`src/rtl/core/iws_pkg.sv`:
```
package iws_pkg;

	// field widths
	localparam int MinuteW  = 11;
	localparam int DurW     = 8;
	localparam int SecondW  = 6;
	localparam int RainW    = 12;
	localparam int TempW    = 11;
	localparam int StopW    = 18;
	localparam int GainW    = 16;
	localparam int CentreW  = 12;
	localparam int CfgAddrW = 3;
	localparam int CfgDataW = 16;
	localparam int PhaseW   = 2;

	// register map
	typedef enum logic [CfgAddrW-1:0] {
		REG_W0_START     = 3'd0,
		REG_W0_DURATION  = 3'd1,
		REG_W1_START     = 3'd2,
		REG_W1_DURATION  = 3'd3,
		REG_RAIN_GAINS   = 3'd4,
		REG_TEMP_GAINS   = 3'd5,
		REG_TEMP_CENTRES = 3'd6
	} cfg_reg_t;

	// temperature reading that means "no sensor data"
	localparam logic signed [TempW-1:0] TempNone = 11'sh400;
	// nominal stop saturates here
	localparam logic [MinuteW-1:0] StopMax = 11'h7FF;

	// phase codes as seen on the result port
	localparam logic [PhaseW-1:0] PhaseCodeInactive = 2'd0;
	localparam logic [PhaseW-1:0] PhaseCodeActive   = 2'd1;
	localparam logic [PhaseW-1:0] PhaseCodeFinished = 2'd2;

	typedef enum logic [2:0] {
		PH_INACTIVE = 3'b001,
		PH_ACTIVE   = 3'b010,
		PH_FINISHED = 3'b100
	} phase_t;

	typedef struct packed {
		logic [MinuteW-1:0] w0_start;
		logic [DurW-1:0]    w0_dur;
		logic [MinuteW-1:0] w1_start;
		logic [DurW-1:0]    w1_dur;
		logic [GainW-1:0]   rain_gains;
		logic [GainW-1:0]   temp_gains;
		logic [CentreW-1:0] temp_centres;
	} cfg_t;

	// window hit and the stops it would latch
	typedef struct packed {
		logic                     hit;
		logic                     win;
		logic [MinuteW-1:0]       nominal;
		logic signed [StopW-1:0]  corrected;
	} launch_t;

	// sequencer state after the current tick
	typedef struct packed {
		phase_t                   phase;
		logic                     changed;
		logic signed [StopW-1:0]  corrected;
		logic                     win;
		logic [RainW-1:0]         rain;
		logic signed [TempW-1:0]  temp;
	} seq_status_t;

	function automatic logic [PhaseW-1:0] phase_code(phase_t ph);
		logic [PhaseW-1:0] code;
		case (ph)
			PH_INACTIVE: code = PhaseCodeInactive;
			PH_ACTIVE:   code = PhaseCodeActive;
			default:     code = PhaseCodeFinished;
		endcase
		return code;
	endfunction

endpackage

```
`src/rtl/core/iws_cfg_regs.sv`:
```
module iws_cfg_regs
	import iws_pkg::*;
(
	input  logic                clk,
	input  logic                arst_n,
	input  logic                cfg_wr_en,
	input  logic [CfgAddrW-1:0] cfg_addr,
	input  logic [CfgDataW-1:0] cfg_wdata,
	output cfg_t                cfg
);

	cfg_t cfg_q;

	// register file, unknown indexes dropped
	always_ff @(posedge clk or negedge arst_n) begin
		if (!arst_n) begin
			cfg_q <= '0;
		end else if (cfg_wr_en) begin
			case (cfg_reg_t'(cfg_addr))
				REG_W0_START:     cfg_q.w0_start     <= cfg_wdata[MinuteW-1:0];
				REG_W0_DURATION:  cfg_q.w0_dur       <= cfg_wdata[DurW-1:0];
				REG_W1_START:     cfg_q.w1_start     <= cfg_wdata[MinuteW-1:0];
				REG_W1_DURATION:  cfg_q.w1_dur       <= cfg_wdata[DurW-1:0];
				REG_RAIN_GAINS:   cfg_q.rain_gains   <= cfg_wdata[GainW-1:0];
				REG_TEMP_GAINS:   cfg_q.temp_gains   <= cfg_wdata[GainW-1:0];
				REG_TEMP_CENTRES: cfg_q.temp_centres <= cfg_wdata[CentreW-1:0];
				default: begin
				end
			endcase
		end
	end

	assign cfg = cfg_q;

endmodule

```
`src/rtl/core/iws_stop_calc.sv`:
```
module iws_stop_calc
	import iws_pkg::*;
(
	input  cfg_t                    cfg,
	input  logic [MinuteW-1:0]      minute,
	input  logic [RainW-1:0]        rain,
	input  logic signed [TempW-1:0] temp,
	output launch_t                 launch
);

	logic [MinuteW:0]          sum0, sum1;
	logic [MinuteW-1:0]        stop0, stop1, stop_sel;
	logic                      hit0, hit1, sel;
	logic [7:0]                rg, tg;
	logic [5:0]                centre;
	logic [19:0]               rain_term;
	logic signed [12:0]        temp_diff;
	logic signed [21:0]        temp_term, temp_use;
	logic signed [22:0]        corr_sum, corr_adj;
	logic signed [18:0]        corr_quot;
	logic signed [19:0]        stop_diff;

	// nominal stops, saturated to 11 bits
	assign sum0  = {1'b0, cfg.w0_start} + {{(MinuteW+1-DurW){1'b0}}, cfg.w0_dur};
	assign sum1  = {1'b0, cfg.w1_start} + {{(MinuteW+1-DurW){1'b0}}, cfg.w1_dur};
	assign stop0 = sum0[MinuteW] ? StopMax : sum0[MinuteW-1:0];
	assign stop1 = sum1[MinuteW] ? StopMax : sum1[MinuteW-1:0];

	// window hits, window 0 has priority
	assign hit0 = (cfg.w0_dur != '0) && (minute >= cfg.w0_start) && (minute <= stop0);
	assign hit1 = (cfg.w1_dur != '0) && (minute >= cfg.w1_start) && (minute <= stop1);
	assign sel  = !hit0;

	// per-window coefficients
	assign rg       = sel ? cfg.rain_gains[15:8]    : cfg.rain_gains[7:0];
	assign tg       = sel ? cfg.temp_gains[15:8]    : cfg.temp_gains[7:0];
	assign centre   = sel ? cfg.temp_centres[11:6]  : cfg.temp_centres[5:0];
	assign stop_sel = sel ? stop1 : stop0;

	// weather correction terms
	assign rain_term = 20'(rain) * 20'(rg);
	assign temp_diff = $signed({3'b000, centre, 4'b0000}) - 13'(temp);
	assign temp_term = 22'(temp_diff) * $signed({14'd0, tg});
	assign temp_use  = (temp != TempNone) ? temp_term : '0;
	assign corr_sum  = $signed({3'b000, rain_term}) + 23'(temp_use);

	// divide by 16 rounding toward zero
	assign corr_adj  = corr_sum + (corr_sum[22] ? 23'sd15 : 23'sd0);
	assign corr_quot = 19'(corr_adj >>> 4);
	assign stop_diff = $signed({9'd0, stop_sel}) - 20'(corr_quot);

	assign launch.hit       = hit0 | hit1;
	assign launch.win       = sel;
	assign launch.nominal   = stop_sel;
	assign launch.corrected = stop_diff[StopW-1:0];

endmodule

```
`src/rtl/core/iws_phase_seq.sv`:
```
module iws_phase_seq
	import iws_pkg::*;
(
	input  logic                    clk,
	input  logic                    arst_n,
	input  logic                    advance,
	input  logic [MinuteW-1:0]      minute,
	input  logic [RainW-1:0]        rain,
	input  logic signed [TempW-1:0] temp,
	input  launch_t                 launch,
	output seq_status_t             status
);

	phase_t                  phase_q, phase_d;
	logic [MinuteW-1:0]      nominal_q, nominal_d;
	logic signed [StopW-1:0] corrected_q, corrected_d;
	logic                    win_q, win_d;
	logic [RainW-1:0]        rain_q, rain_d;
	logic signed [TempW-1:0] temp_q, temp_d;
	logic signed [StopW:0]   minute_sx;

	// minute as a signed value for the corrected-stop compares
	assign minute_sx = $signed({{(StopW+1-MinuteW){1'b0}}, minute});

	// next state for this tick
	always_comb begin
		phase_d     = phase_q;
		nominal_d   = nominal_q;
		corrected_d = corrected_q;
		win_d       = win_q;
		rain_d      = rain_q;
		temp_d      = temp_q;
		case (phase_q)
			PH_INACTIVE: begin
				if (launch.hit) begin
					nominal_d   = launch.nominal;
					corrected_d = launch.corrected;
					win_d       = launch.win;
					rain_d      = rain;
					temp_d      = temp;
					phase_d     = (minute_sx < (StopW+1)'(launch.corrected)) ?
						PH_ACTIVE : PH_FINISHED;
				end
			end
			PH_ACTIVE: begin
				if (minute_sx >= (StopW+1)'(corrected_q))
					phase_d = (minute >= nominal_q) ? PH_INACTIVE : PH_FINISHED;
			end
			default: begin
				if (minute > nominal_q)
					phase_d = PH_INACTIVE;
			end
		endcase
	end

	always_ff @(posedge clk or negedge arst_n) begin
		if (!arst_n) begin
			phase_q     <= PH_INACTIVE;
			nominal_q   <= '0;
			corrected_q <= '0;
			win_q       <= 1'b0;
			rain_q      <= '0;
			temp_q      <= '0;
		end else if (advance) begin
			phase_q     <= phase_d;
			nominal_q   <= nominal_d;
			corrected_q <= corrected_d;
			win_q       <= win_d;
			rain_q      <= rain_d;
			temp_q      <= temp_d;
		end
	end

	assign status.phase     = phase_d;
	assign status.changed   = (phase_d != phase_q);
	assign status.corrected = corrected_d;
	assign status.win       = win_d;
	assign status.rain      = rain_d;
	assign status.temp      = temp_d;

endmodule

```
`src/rtl/core/irrigation_window_sequencer_unit.sv`:
```
// Irrigation window sequencer. Each input beat is one time tick; each tick yields exactly one
// result beat with the valve state, the phase after the tick, a phase-change flag, a refresh
// request on second zero and the stop, window and weather statistics latched at the last run
// start. A tick is registered in the input register, evaluated by the window match, the two
// small correction multipliers and the phase logic, and lands in the output register once
// that register is free or draining, which waits while a result is still held. One tick is
// taken every cycle while results are drained. While a result waits, the input register still
// takes one more tick, after which in_ready drops until out_ready returns. The user must write
// registers through the cfg port only while no tick is in flight; the block does not enforce
// this. Unknown indexes are ignored.
module irrigation_window_sequencer_unit
	import iws_pkg::*;
(
	input  logic                     clk,
	input  logic                     arst_n,
	input  logic                     cfg_wr_en,
	input  logic [CfgAddrW-1:0]      cfg_addr,
	input  logic [CfgDataW-1:0]      cfg_wdata,
	input  logic                     in_valid,
	output logic                     in_ready,
	input  logic [MinuteW-1:0]       minute_of_day,
	input  logic [SecondW-1:0]       second_now,
	input  logic [RainW-1:0]         rain_stat,
	input  logic signed [TempW-1:0]  temp_stat,
	output logic                     out_valid,
	input  logic                     out_ready,
	output logic                     valve_on,
	output logic                     force_refresh,
	output logic [PhaseW-1:0]        phase,
	output logic                     phase_changed,
	output logic signed [StopW-1:0]  real_stop,
	output logic                     window_used,
	output logic [RainW-1:0]         used_rain,
	output logic signed [TempW-1:0]  used_temp
);

	cfg_t                    cfg;
	launch_t                 launch;
	seq_status_t             status;
	logic                    valid_s1;
	logic [MinuteW-1:0]      minute_s1;
	logic [SecondW-1:0]      second_s1;
	logic [RainW-1:0]        rain_s1;
	logic signed [TempW-1:0] temp_s1;
	logic                    advance;
	logic                    out_valid_q;
	logic                    valve_on_q, refresh_q, changed_q, window_q;
	logic [PhaseW-1:0]       phase_q;
	logic signed [StopW-1:0] stop_q;
	logic [RainW-1:0]        rain_q;
	logic signed [TempW-1:0] temp_q;

	iws_cfg_regs u_cfg (
		.clk       (clk),
		.arst_n    (arst_n),
		.cfg_wr_en (cfg_wr_en),
		.cfg_addr  (cfg_addr),
		.cfg_wdata (cfg_wdata),
		.cfg       (cfg)
	);

	// handshake: stage 1 moves on when the output register is free or draining
	assign advance  = valid_s1 && (!out_valid_q || out_ready);
	assign in_ready = !valid_s1 || advance;

	// input register
	always_ff @(posedge clk or negedge arst_n) begin
		if (!arst_n)
			valid_s1 <= 1'b0;
		else if (in_ready)
			valid_s1 <= in_valid;
	end

	always_ff @(posedge clk) begin
		if (in_valid && in_ready) begin
			minute_s1 <= minute_of_day;
			second_s1 <= second_now;
			rain_s1   <= rain_stat;
			temp_s1   <= temp_stat;
		end
	end

	iws_stop_calc u_calc (
		.cfg    (cfg),
		.minute (minute_s1),
		.rain   (rain_s1),
		.temp   (temp_s1),
		.launch (launch)
	);

	iws_phase_seq u_seq (
		.clk     (clk),
		.arst_n  (arst_n),
		.advance (advance),
		.minute  (minute_s1),
		.rain    (rain_s1),
		.temp    (temp_s1),
		.launch  (launch),
		.status  (status)
	);

	// output register
	always_ff @(posedge clk or negedge arst_n) begin
		if (!arst_n)
			out_valid_q <= 1'b0;
		else if (advance)
			out_valid_q <= 1'b1;
		else if (out_ready)
			out_valid_q <= 1'b0;
	end

	always_ff @(posedge clk) begin
		if (advance) begin
			valve_on_q <= (status.phase == PH_ACTIVE);
			refresh_q  <= (second_s1 == '0);
			phase_q    <= phase_code(status.phase);
			changed_q  <= status.changed;
			stop_q     <= status.corrected;
			window_q   <= status.win;
			rain_q     <= status.rain;
			temp_q     <= status.temp;
		end
	end

	assign out_valid     = out_valid_q;
	assign valve_on      = valve_on_q;
	assign force_refresh = refresh_q;
	assign phase         = phase_q;
	assign phase_changed = changed_q;
	assign real_stop     = stop_q;
	assign window_used   = window_q;
	assign used_rain     = rain_q;
	assign used_temp     = temp_q;

endmodule

```
`config.mk`:
```
export PLATFORM = sky130hd
export DESIGN_NAME = irrigation_window_sequencer_unit
export DESIGN_NICKNAME = d
export VERILOG_FILES = /design/src/rtl/core/iws_pkg.sv /design/src/rtl/core/iws_cfg_regs.sv /design/src/rtl/core/iws_stop_calc.sv /design/src/rtl/core/iws_phase_seq.sv /design/src/rtl/core/irrigation_window_sequencer_unit.sv
export SDC_FILE = /design/constraint.sdc
export NUM_CORES = 1
export LEC_CHECK = 0
export ABC_AREA = 1
export ABC_CLOCK_PERIOD_IN_PS = 17200
export BUFFER_PORTS_ARGS = -buffer_cell sky130_fd_sc_hd__buf_2
export CAP_MARGIN = 20
export CORE_ASPECT_RATIO = 1.25
export CORE_UTILIZATION = 60
export CTS_CLUSTER_DIAMETER = 80
export CTS_CLUSTER_SIZE = 28
export DETAILED_ROUTE_END_ITERATION = 8
export PLACE_DENSITY = 0.78
export SETUP_SLACK_MARGIN = 0.2
export SLEW_MARGIN = 5
export SYNTH_ARGS = -nofsm -noshare
export SYNTH_HDL_FRONTEND = slang
export SYNTH_SLANG_ARGS = --single-unit
```
`constraint.sdc`:
```
create_clock -name clk -period 17.2 [get_ports clk]
set_clock_uncertainty 0.05 [all_clocks]
set_input_delay 0.86 -clock clk [delete_from_list [all_inputs] [get_ports clk]]
set_output_delay 0.86 -clock clk [all_outputs]
set_load 0.01 [all_outputs]
```
==> metrics.txt, run 1 <==
top post-synthesis cells by area dfrtp_1, fa_1, ha_1, edfxtp_1, nand2_1; Net Count, Synth 3048; Slowest Stage Delay on Critical Path 0.53 ns; htree depth 1; most used cell, CP nand2_1; ys async rst share 61.9%; status complete, no violations; FF-to-FF Start u_cfg.cfg[65]; synth unique cells 51; placer congestion estimate 0.987; EDFF count, synth 86; number of top-level pins 113; most used routing layer met2; Die Y 210 um; drt wl/cell 17.9 um; Tightest Hold Check Type primary input to async pin; non-filler cells in the finished layout 3167; Syn Area/Cell 7.89 um2; final setup TNS 0 ns; element type at the critical path end flip-flop; area delta synth->final 7.80%; critical path launch point u_cfg.cfg[65]; # placed instances 3138; synthesized instance count 2631; Yosys top cell by area dfrtp_1; vias in the first global route 17500; Max transition margin 34.0%; core area 33800 um2; Crit path buffers/inverters 13; Tcrit/Tclk final 86.7%; Final Max Tran Viols 0; Residual DRC 0; total gr overflow 0; starting density of the core 61.4%; Die X 168 um; CTS resizes 0; Max Clk Rate 67.0 MHz; Setup Buffers After CTS 0; Total Wirelength 56.6 mm; CTS root buf clkbuf_16; Skew-Pair Late Insertion Delay 0.53 ns; die area 35300 um2; CTS tree done; Required @ worst endpoint 17.45 ns; met2 Usage GRT 59.0%; Top FF cell, synth dfrtp_1; DR vias/cell 5.60; Setup Crit Path Kind flip-flop to flip-flop; TritonRoute pass-1 iters 6; number of clock sinks 226; synthesized area 20800 um2; Fin. Hold Viols 0; gr usage total 32.9%; synth cell count leaders nand2_1, inv_1, o21ai_0; Nets 3151; Least-Margin Pin Slew 0.990 ns; slowest stage cell, crit path fa_1; RSZ-0062 raised after global routing no; Yosys Warn Count 0; num rows 75; share of the synthesized area in the top cell type 16.8%; Max Cap Violations 0; layout cell share with drive strength beyond 1 8.94%; M1 GR Usage 40.5%; Seq cells post-synth 226; Setup Viol. Count Final 0; Worst setup SP type flip-flop; grt met3 use 3.44%; Final ANT Viol Nets 0; antenna violations before repair 3; top-count cell post-synth nand2_1; fin crit period 14.92 ns; via count 17700; Detail Placement HPWL 46.1 mm; Critical Path Fanout Max 23; Iteration-0 DRC Markers 1427; first-pass GRT wire length 90.4 mm; largest net degree at the start of global routing 81; Layout fillers 2911; Top delay family on crit path simple AND/OR/NAND/NOR gates; PortBufs 112; clk slew on worst S/H paths 0.11 ns; Num CTS Buffers 15; CTS max path bufs 3; hold_buf cts 0; sequential-to-total area share from yosys stat 29.3%; Arr. time, crit path 15.17 ns
## sequential cells by signal, summed over array words and instances, names as in the netlist
register,flops
u_seq.temp_q,11
valve_on,1
second_s1,6
out_valid,1
u_seq.rain_q,12
real_stop,18
u_seq.nominal_q,11
phase_changed,1
temp_s1,11
force_refresh,1
valid_s1,1
u_seq.corrected_q,18
u_seq.phase_q,3
used_temp,11
used_rain,12
u_seq.win_q,1
u_cfg.cfg,82
rain_s1,12
window_used,1
phase,1
minute_s1,11
## final timing paths
check | slack (ns) | endpoint | cells after the start
max in group asynchronous | 15.34 | u_cfg.cfg[1] | 2
setup / recovery | 2.28 | phase[1] | 94
min in group clk | 0.44 | u_cfg.cfg[39] | 2
setup reg to reg | 2.28 | phase[1] | 94
hold reg to reg | 0.44 | u_cfg.cfg[39] | 2
hold / removal | 0.26 | u_seq.corrected_q[3] | 1
## metrics by stage
stage	hold slack [ns]	cell area, um2	utilization [%]	setup WS [ns]
after CTS	0.281	22300	66.1	2.29
after global routing	0.292	22400	66.2	1.01
after floorplan	0.396	20800	-	4.12
final	0.265	22400	66.2	2.28
after global placement	0.410	21800	64.6	2.71
after detailed placement	0.416	21800	64.6	2.33
## kinds of logic (layout without fill, tap and decap cells)
group	Yosys count	after routing	synth area share [%]
other	0	2	0
adders and majority gates	353	353	26.4
buffers and inverters	546	657	9.89
muxes	5	5	0.241
and+or+nand+nor	1031	1031	21.2
DFF	226	226	29.3
xor gates and xnor gates	54	54	2.28
AOI/OAI and AO/OA	416	416	10.7
## cell type report
type / count / area (um2) / area share, %
clock inverters: 8 / 129 / 0.576
multi-input cells: 1859 / 12600 / 56.4
flip-flops and latches: 226 / 6090 / 27.2
inverters: 501 / 1880 / 8.41
well taps: 423 / 529 / 2.37
repair buffers: 131 / 719 / 3.22
clock buffers: 17 / 404 / 1.81
diodes: 2 / 5.00 / 0.0224
## placed cells by master, fill, tap and decap left out, types with 5 or more instances in the layout
cell and n:
edfxtp_1 86, xor2_1 40, inv_2 15, inv_1 479
buf_2 111, buf_4 17, nor2_1 198, nor4_1 5
nand4_1 26, nand2_1 619, o21ai_1 9, a21o_1 8
nor3_1 19, xnor2_1 14, o21bai_1 8, nand3_1 75
nand3b_1 8, mux2i_1 5, a21oi_1 117, nand3_2 7
a211oi_1 5, o21ai_0 238, ha_1 211, dfrtp_1 139
fa_1 142, nor2_4 6, clkbuf_16 16, nand2_2 17
or2_2 26, a31oi_1 8, nor2_2 9, clkinv_1 7
## layer usage
metal  vias to the layer above  share of wire (%)  wire length (um)
met4                         4                4.6              2580
met1                      8474                 40             22500
met3                       132                5.4              3060
met2                       586                 50             28400
met5                         -              0.055                31
li1                       8548                  -                 -
Power of run 1 is not shown: default switching activity piles up to over one toggle a cycle in this logic, so the estimate is an artifact.
==> inputs of run 2 (changes only) <==
Settings changed: ABC_AREA 1 to not set, PLACE_DENSITY 0.78 to 0.79.
==> run 2 against run 1 <==
Against the previous run: via count is 12% lower; worst setup slack worse by 0.94 ns; sequential share of layout area is 0.59 points higher; cell area is 2.1% lower; critical path type unchanged; critical endpoint unchanged; largest cell class unchanged; highest routed layer is now met4.
==> metrics.txt, run 2 <==
max reg flops 82 (unchanged); register area 6090 um2 (unchanged); area delta synth->final 7.51%; slowest stage cell, crit path fa_1; internal reg-to-reg setup slack 1.34 ns (-0.94 ns); RSZ-0062 raised after global routing no; core area 33500 um2 (-0.83%); fin crit period 15.86 ns (+0.935 ns); Tcrit/Tclk final 92.2% (+5.4 points); Seq cells post-synth 226 (unchanged); most common cell after layout, fill and taps aside nand2_1; CTS max path bufs 3 (unchanged); sequential-to-total area share from yosys stat 29.9% (+0.55 points); Layout fillers 2713 (-6.8%); total gr overflow 0 (unchanged); Max transition margin 26.6% (-7.4 points); Iteration-0 DRC Markers 1139 (-20%); Num CTS Buffers 13 (-2); gr usage total 29.1% (-3.9 points); Max Cap Violations 0 (unchanged); top-count cell post-synth nand2_1; largest net degree at the start of global routing 79 (-2.5%); num rows 75 (unchanged); Final WS setup 1.34 ns (-0.935 ns); Net Count, Synth 2582 (-15%); Max Clk Rate 63.1 MHz (-5.9%); status complete, no violations; Top FF cell, synth dfrtp_1; Total Wirelength 48.8 mm (-14%); Worst setup SP type flip-flop; Required @ worst endpoint 17.38 ns (-0.07 ns); most used cell, CP a21oi_1; Arr. time, crit path 16.03 ns (+0.86 ns); Yosys Warn Count 0 (unchanged); first-pass GRT wire length 80.0 mm (-11%); number of top-level pins 113 (unchanged); Setup Viol. Count Final 0 (unchanged); Tightest Hold Check Type primary input to async pin; Fin. Hold Viols 0 (unchanged); critical path launch point u_cfg.cfg[64]; Final ANT Viol Nets 0 (unchanged); layout cell share with drive strength beyond 1 12.5% (+3.5 points); synthesized instance count 2165 (-18%); placer congestion estimate 0.913 (-7.6%); TritonRoute pass-1 iters 5 (-1); Slowest Stage Delay on Critical Path 0.53 ns (about the same); Skew-Pair Late Insertion Delay 0.52 ns (about the same); Yosys top cell by area dfrtp_1; starting density of the core 60.8% (-0.63 points); Syn Area/Cell 9.41 um2 (+19%); Setup Buffers After CTS 0 (unchanged); EDFF count, synth 86 (unchanged); share of the synthesized area in the top cell type 17.1% (+0.32 points); most frequent cells in the layout nand2_1, inv_1, ha_1; FF-to-FF Start u_cfg.cfg[64]; synth unique cells 85 (+67%); pre-CTS WS 0.689 ns (-1.64 ns); drt wl/cell 18.2 um (+2.0%); element type at the critical path end flip-flop; PortBufs 112 (unchanged); ys async rst share 61.9% (unchanged); Critical Path Fanout Max 20 (-13%); Final Max Tran Viols 0 (unchanged); top post-synthesis cells by area dfrtp_1, fa_1, ha_1, edfxtp_1, nand2_1; via count 15700 (-12%); clk slew on worst S/H paths 0.11 ns (about the same); synthesized area 20400 um2 (-1.9%); antenna violations before repair 0 (-3); number of clock sinks 226 (unchanged); area taken by multi-input logic gates 13100 um2 (+3.7%); Die X 167 um (-0.92%); Least-Margin Pin Slew 1.08 ns (+0.0897 ns); synth cell count leaders nand2_1, inv_1, ha_1; vias in the first global route 16300 (-7.0%); Detail Placement HPWL 38.8 mm (-16%); CTS root buf clkbuf_16; CTS tree done; Nets 2661 (-16%); die area 34700 um2 (-1.8%); Residual DRC 0 (unchanged); Die Y 208 um (-0.92%); hold_buf cts 0 (unchanged); DR vias/cell 5.86 (+4.7%); final setup TNS 0 ns (unchanged); htree depth 1 (unchanged); Diodes inserted 0 (-2); CTS resizes 0 (unchanged); Setup Crit Path Kind flip-flop to flip-flop
[run 2: cell families after synthesis]
family	share of synthesized area, %
mux	5.86
xor+xnor	4.51
buf+inv	6.42
simple gates	15.8
fa+ha+maj	27.0
flops	29.9
compound gates	10.5
[run 2: path summary, 6_finish.rpt]
check,endpoint,depth (start not counted)
hold / removal,u_cfg.cfg[31],1
min in group clk,u_seq.rain_q[2],2
hold reg to reg,u_seq.rain_q[2],2
setup reg to reg,phase[1],74
setup / recovery,phase[1],74
max in group asynchronous,u_seq.rain_q[8],2
[run 2: metrics by stage]
| step | instances | util [%] | instance area [um2] | hold WS (ns) |
|---|---|---|---|---|
| after global placement | 2645 | 63.8 | 21400 | 0.409 |
| after CTS | 2670 | 65.1 | 21800 | 0.338 |
| after floorplan | 2165 | - | 20400 | 0.396 |
| after detailed placement | 2648 | 63.8 | 21400 | 0.413 |
| after global routing | 2674 | 65.4 | 21900 | 0.371 |
| final | 2674 | 65.4 | 21900 | 0.297 |
[run 2: layout make-up]
cell class | count | share of cell area (%)
Clock buffer | 17 | 1.55
Clock inverter | 5 | 0.337
Inverter | 279 | 4.78
Multi-Input combinational cell | 1592 | 59.7
Sequential cell | 226 | 27.8
Tap cell | 423 | 2.42
Timing Repair Buffer | 132 | 3.37
[run 2: worst max-delay path: cells and delay by family (launching register included)]
family	cells	cell delay (ns)
flops	1	0.41
simple gates	11	1.43
fa+ha+maj	12	4.60
buf+inv	6	0.65
xor+xnor	4	0.94
compound gates	40	7.09
mux	1	0.37
[run 2: layer usage]
metal | up-vias | track usage, % | routed length [um]
met1 | 7705 | 35.6 | 19300
met2 | 457 | 51.8 | 24700
li1 | 7376 | - | -
met3 | 142 | 1.94 | 2210
met4 | 0 | 14.7 | 2520
met5 | - | 0 | 0
Power of run 2 is left out for the same reason.
==> inputs of run 3 (changes only) <==
Settings changed: BUFFER_PORTS_ARGS -buffer_cell sky130_fd_sc_hd__buf_2 to -buffer_cell sky130_fd_sc_hd__clkbuf_2, CORE_MARGIN set to 2.
==> run 3 against run 2 <==
Against the previous run: cell area down 0.28%; hold slack better by 0.031 ns; die area up 2.2%; via count down 1.0%; register-to-register slack better by 0.04 ns; global-route usage shrank 0.92 points; first-iteration DRC count fell by 8.2%; cell count decreased by 0.11%; count of clock-buffer cells in the layout shrank 1; sequential share of layout area grew 0.078 points.
==> metrics.txt, run 3 (same netlist as run 2, synthesis figures left out) <==
die area 35500 um2 (+2.2%); Fin. Hold Viols 0 (unchanged); Residual DRC 0 (unchanged); final setup TNS 0 ns (unchanged); Least-Margin Pin Slew 1.25 ns (+0.173 ns); TritonRoute pass-1 iters 5 (unchanged); CTS tree done; Arr. time, crit path 15.99 ns (-0.04 ns); Max transition margin 16.3% (-10 points); placer congestion estimate 0.933 (+2.3%); drt wl/cell 18.0 um (-1.1%); Max Clk Rate 63.2 MHz (+0.26%); most common cell after layout, fill and taps aside nand2_1; Slowest Stage Delay on Critical Path 0.53 ns (about the same); Die Y 210 um (+0.96%); starting density of the core 60.8% (unchanged); RSZ-0062 raised after global routing no; most frequent cells in the layout nand2_1, inv_1, ha_1; via count 15500 (-1.0%); most used cell, CP a21oi_1; num rows 75 (unchanged); Max Cap Violations 0 (unchanged); CTS max path bufs 3 (unchanged); Iteration-0 DRC Markers 1046 (-8.2%); Die X 169 um (+1.2%); Critical Path Fanout Max 9 (-55%); Final Max Tran Viols 0 (unchanged); max reg flops 82 (unchanged); Setup Viol. Count Final 0 (unchanged); first-pass GRT wire length 79.6 mm (-0.50%); area delta synth->final 7.21%; total gr overflow 0 (unchanged); Setup Crit Path Kind flip-flop to flip-flop; Detail Placement HPWL 38.3 mm (-1.4%); htree depth 1 (unchanged); Tcrit/Tclk final 92.0% (-0.24 points); Crit path buffers/inverters 5 (-1); antenna violations before repair 1 (+1); Top delay family on crit path compound AO/OA/AOI/OAI gates; Nets 2659 (-0.075%); DR vias/cell 5.81 (-0.92%); fin crit period 15.82 ns (-0.0407 ns); Skew-Pair Late Insertion Delay 0.50 ns (-0.02 ns); clk slew on worst S/H paths 0.10 ns (about the same); PortBufs 112 (unchanged); status complete, no violations; element type at the critical path end flip-flop; gr usage total 28.1% (-0.92 points); number of clock sinks 226 (unchanged); Num CTS Buffers 13 (unchanged); vias in the first global route 16000 (-1.7%); Layout fillers 2697 (-0.59%); number of top-level pins 113 (unchanged); Total Wirelength 48.2 mm (-1.2%); largest net degree at the start of global routing 77 (-2.5%); CTS root buf clkbuf_16; dpl cell area 21400 um2 (-0.16%); layout cell share with drive strength beyond 1 12.2% (-0.25 points); Required @ worst endpoint 17.37 ns (about the same); Final ANT Viol Nets 0 (unchanged); Diodes inserted 0 (unchanged); Worst setup SP type flip-flop; core area 33500 um2 (unchanged); Tightest Hold Check Type primary input to async pin; Design Area, Final 21800 um2 (-0.28%); slowest stage cell, crit path fa_1
==> run 3: area by class of cell <==
class                           instances  area (um2)  area share, %
Clock buffer                           16         337           1.54
Clock inverter                          5        65.1          0.298
Inverter                              279        1050           4.80
Multi-Input combinational cell       1592       13100           59.8
Sequential cell                       226        6090           27.9
Tap cell                              423         529           2.42
Timing Repair Buffer                  130         719           3.29
==> run 3: metal layers <==
metal	GRT usage, %	up-vias	wire, um
met5	0	-	13
met4	11.2	2	1900
met3	2.31	105	2300
met2	50.6	409	24600
met1	35.1	7636	19400
li1	-	7367	-
==> run 3: path summary, 6_finish.rpt <==
check                      slack [ns]               to  depth (start not counted)             from
setup / recovery                 1.38         phase[1]                         71    u_cfg.cfg[64]
hold / removal                   0.33    u_cfg.cfg[23]                          1           arst_n
setup reg to reg                 1.38         phase[1]                         71    u_cfg.cfg[64]
hold reg to reg                  0.44  u_seq.rain_q[0]                          2  u_seq.rain_q[0]
max in group asynchronous       15.39  u_seq.rain_q[4]                          2           arst_n
min in group clk                 0.44  u_seq.rain_q[0]                          2  u_seq.rain_q[0]
==> run 3: worst reg2reg max path, delay by kind of cell, from the launching register on <==
kind,cells,cell delay (ns)
compound gates,38,7.41
fa+ha+maj,12,4.46
simple gates,11,1.47
xor+xnor,4,1.03
buf+inv,5,0.41
flops,1,0.41
mux,1,0.35
==> run 3: what timing repair did <==
action                     in CTS  in global routing
setup buffers                   0                  2
setup endpoints to repair       0                  5
hold buffers                    0                  0
resized for setup               0                  3
==> run 3: metrics by stage <==
| step | cells | util (%) | setup WS (ns) | hold slack (ns) |
|---|---|---|---|---|
| after floorplan | 2165 | - | 1.28 | 0.396 |
| after global placement | 2643 | 63.7 | 1.38 | 0.408 |
| after detailed placement | 2643 | 63.7 | 0.939 | 0.414 |
| after CTS | 2664 | 64.9 | 0.861 | 0.358 |
| after global routing | 2671 | 65.2 | 0.336 | 0.382 |
| final | 2671 | 65.2 | 1.38 | 0.327 |
Power of run 3 is left out for the same reason.
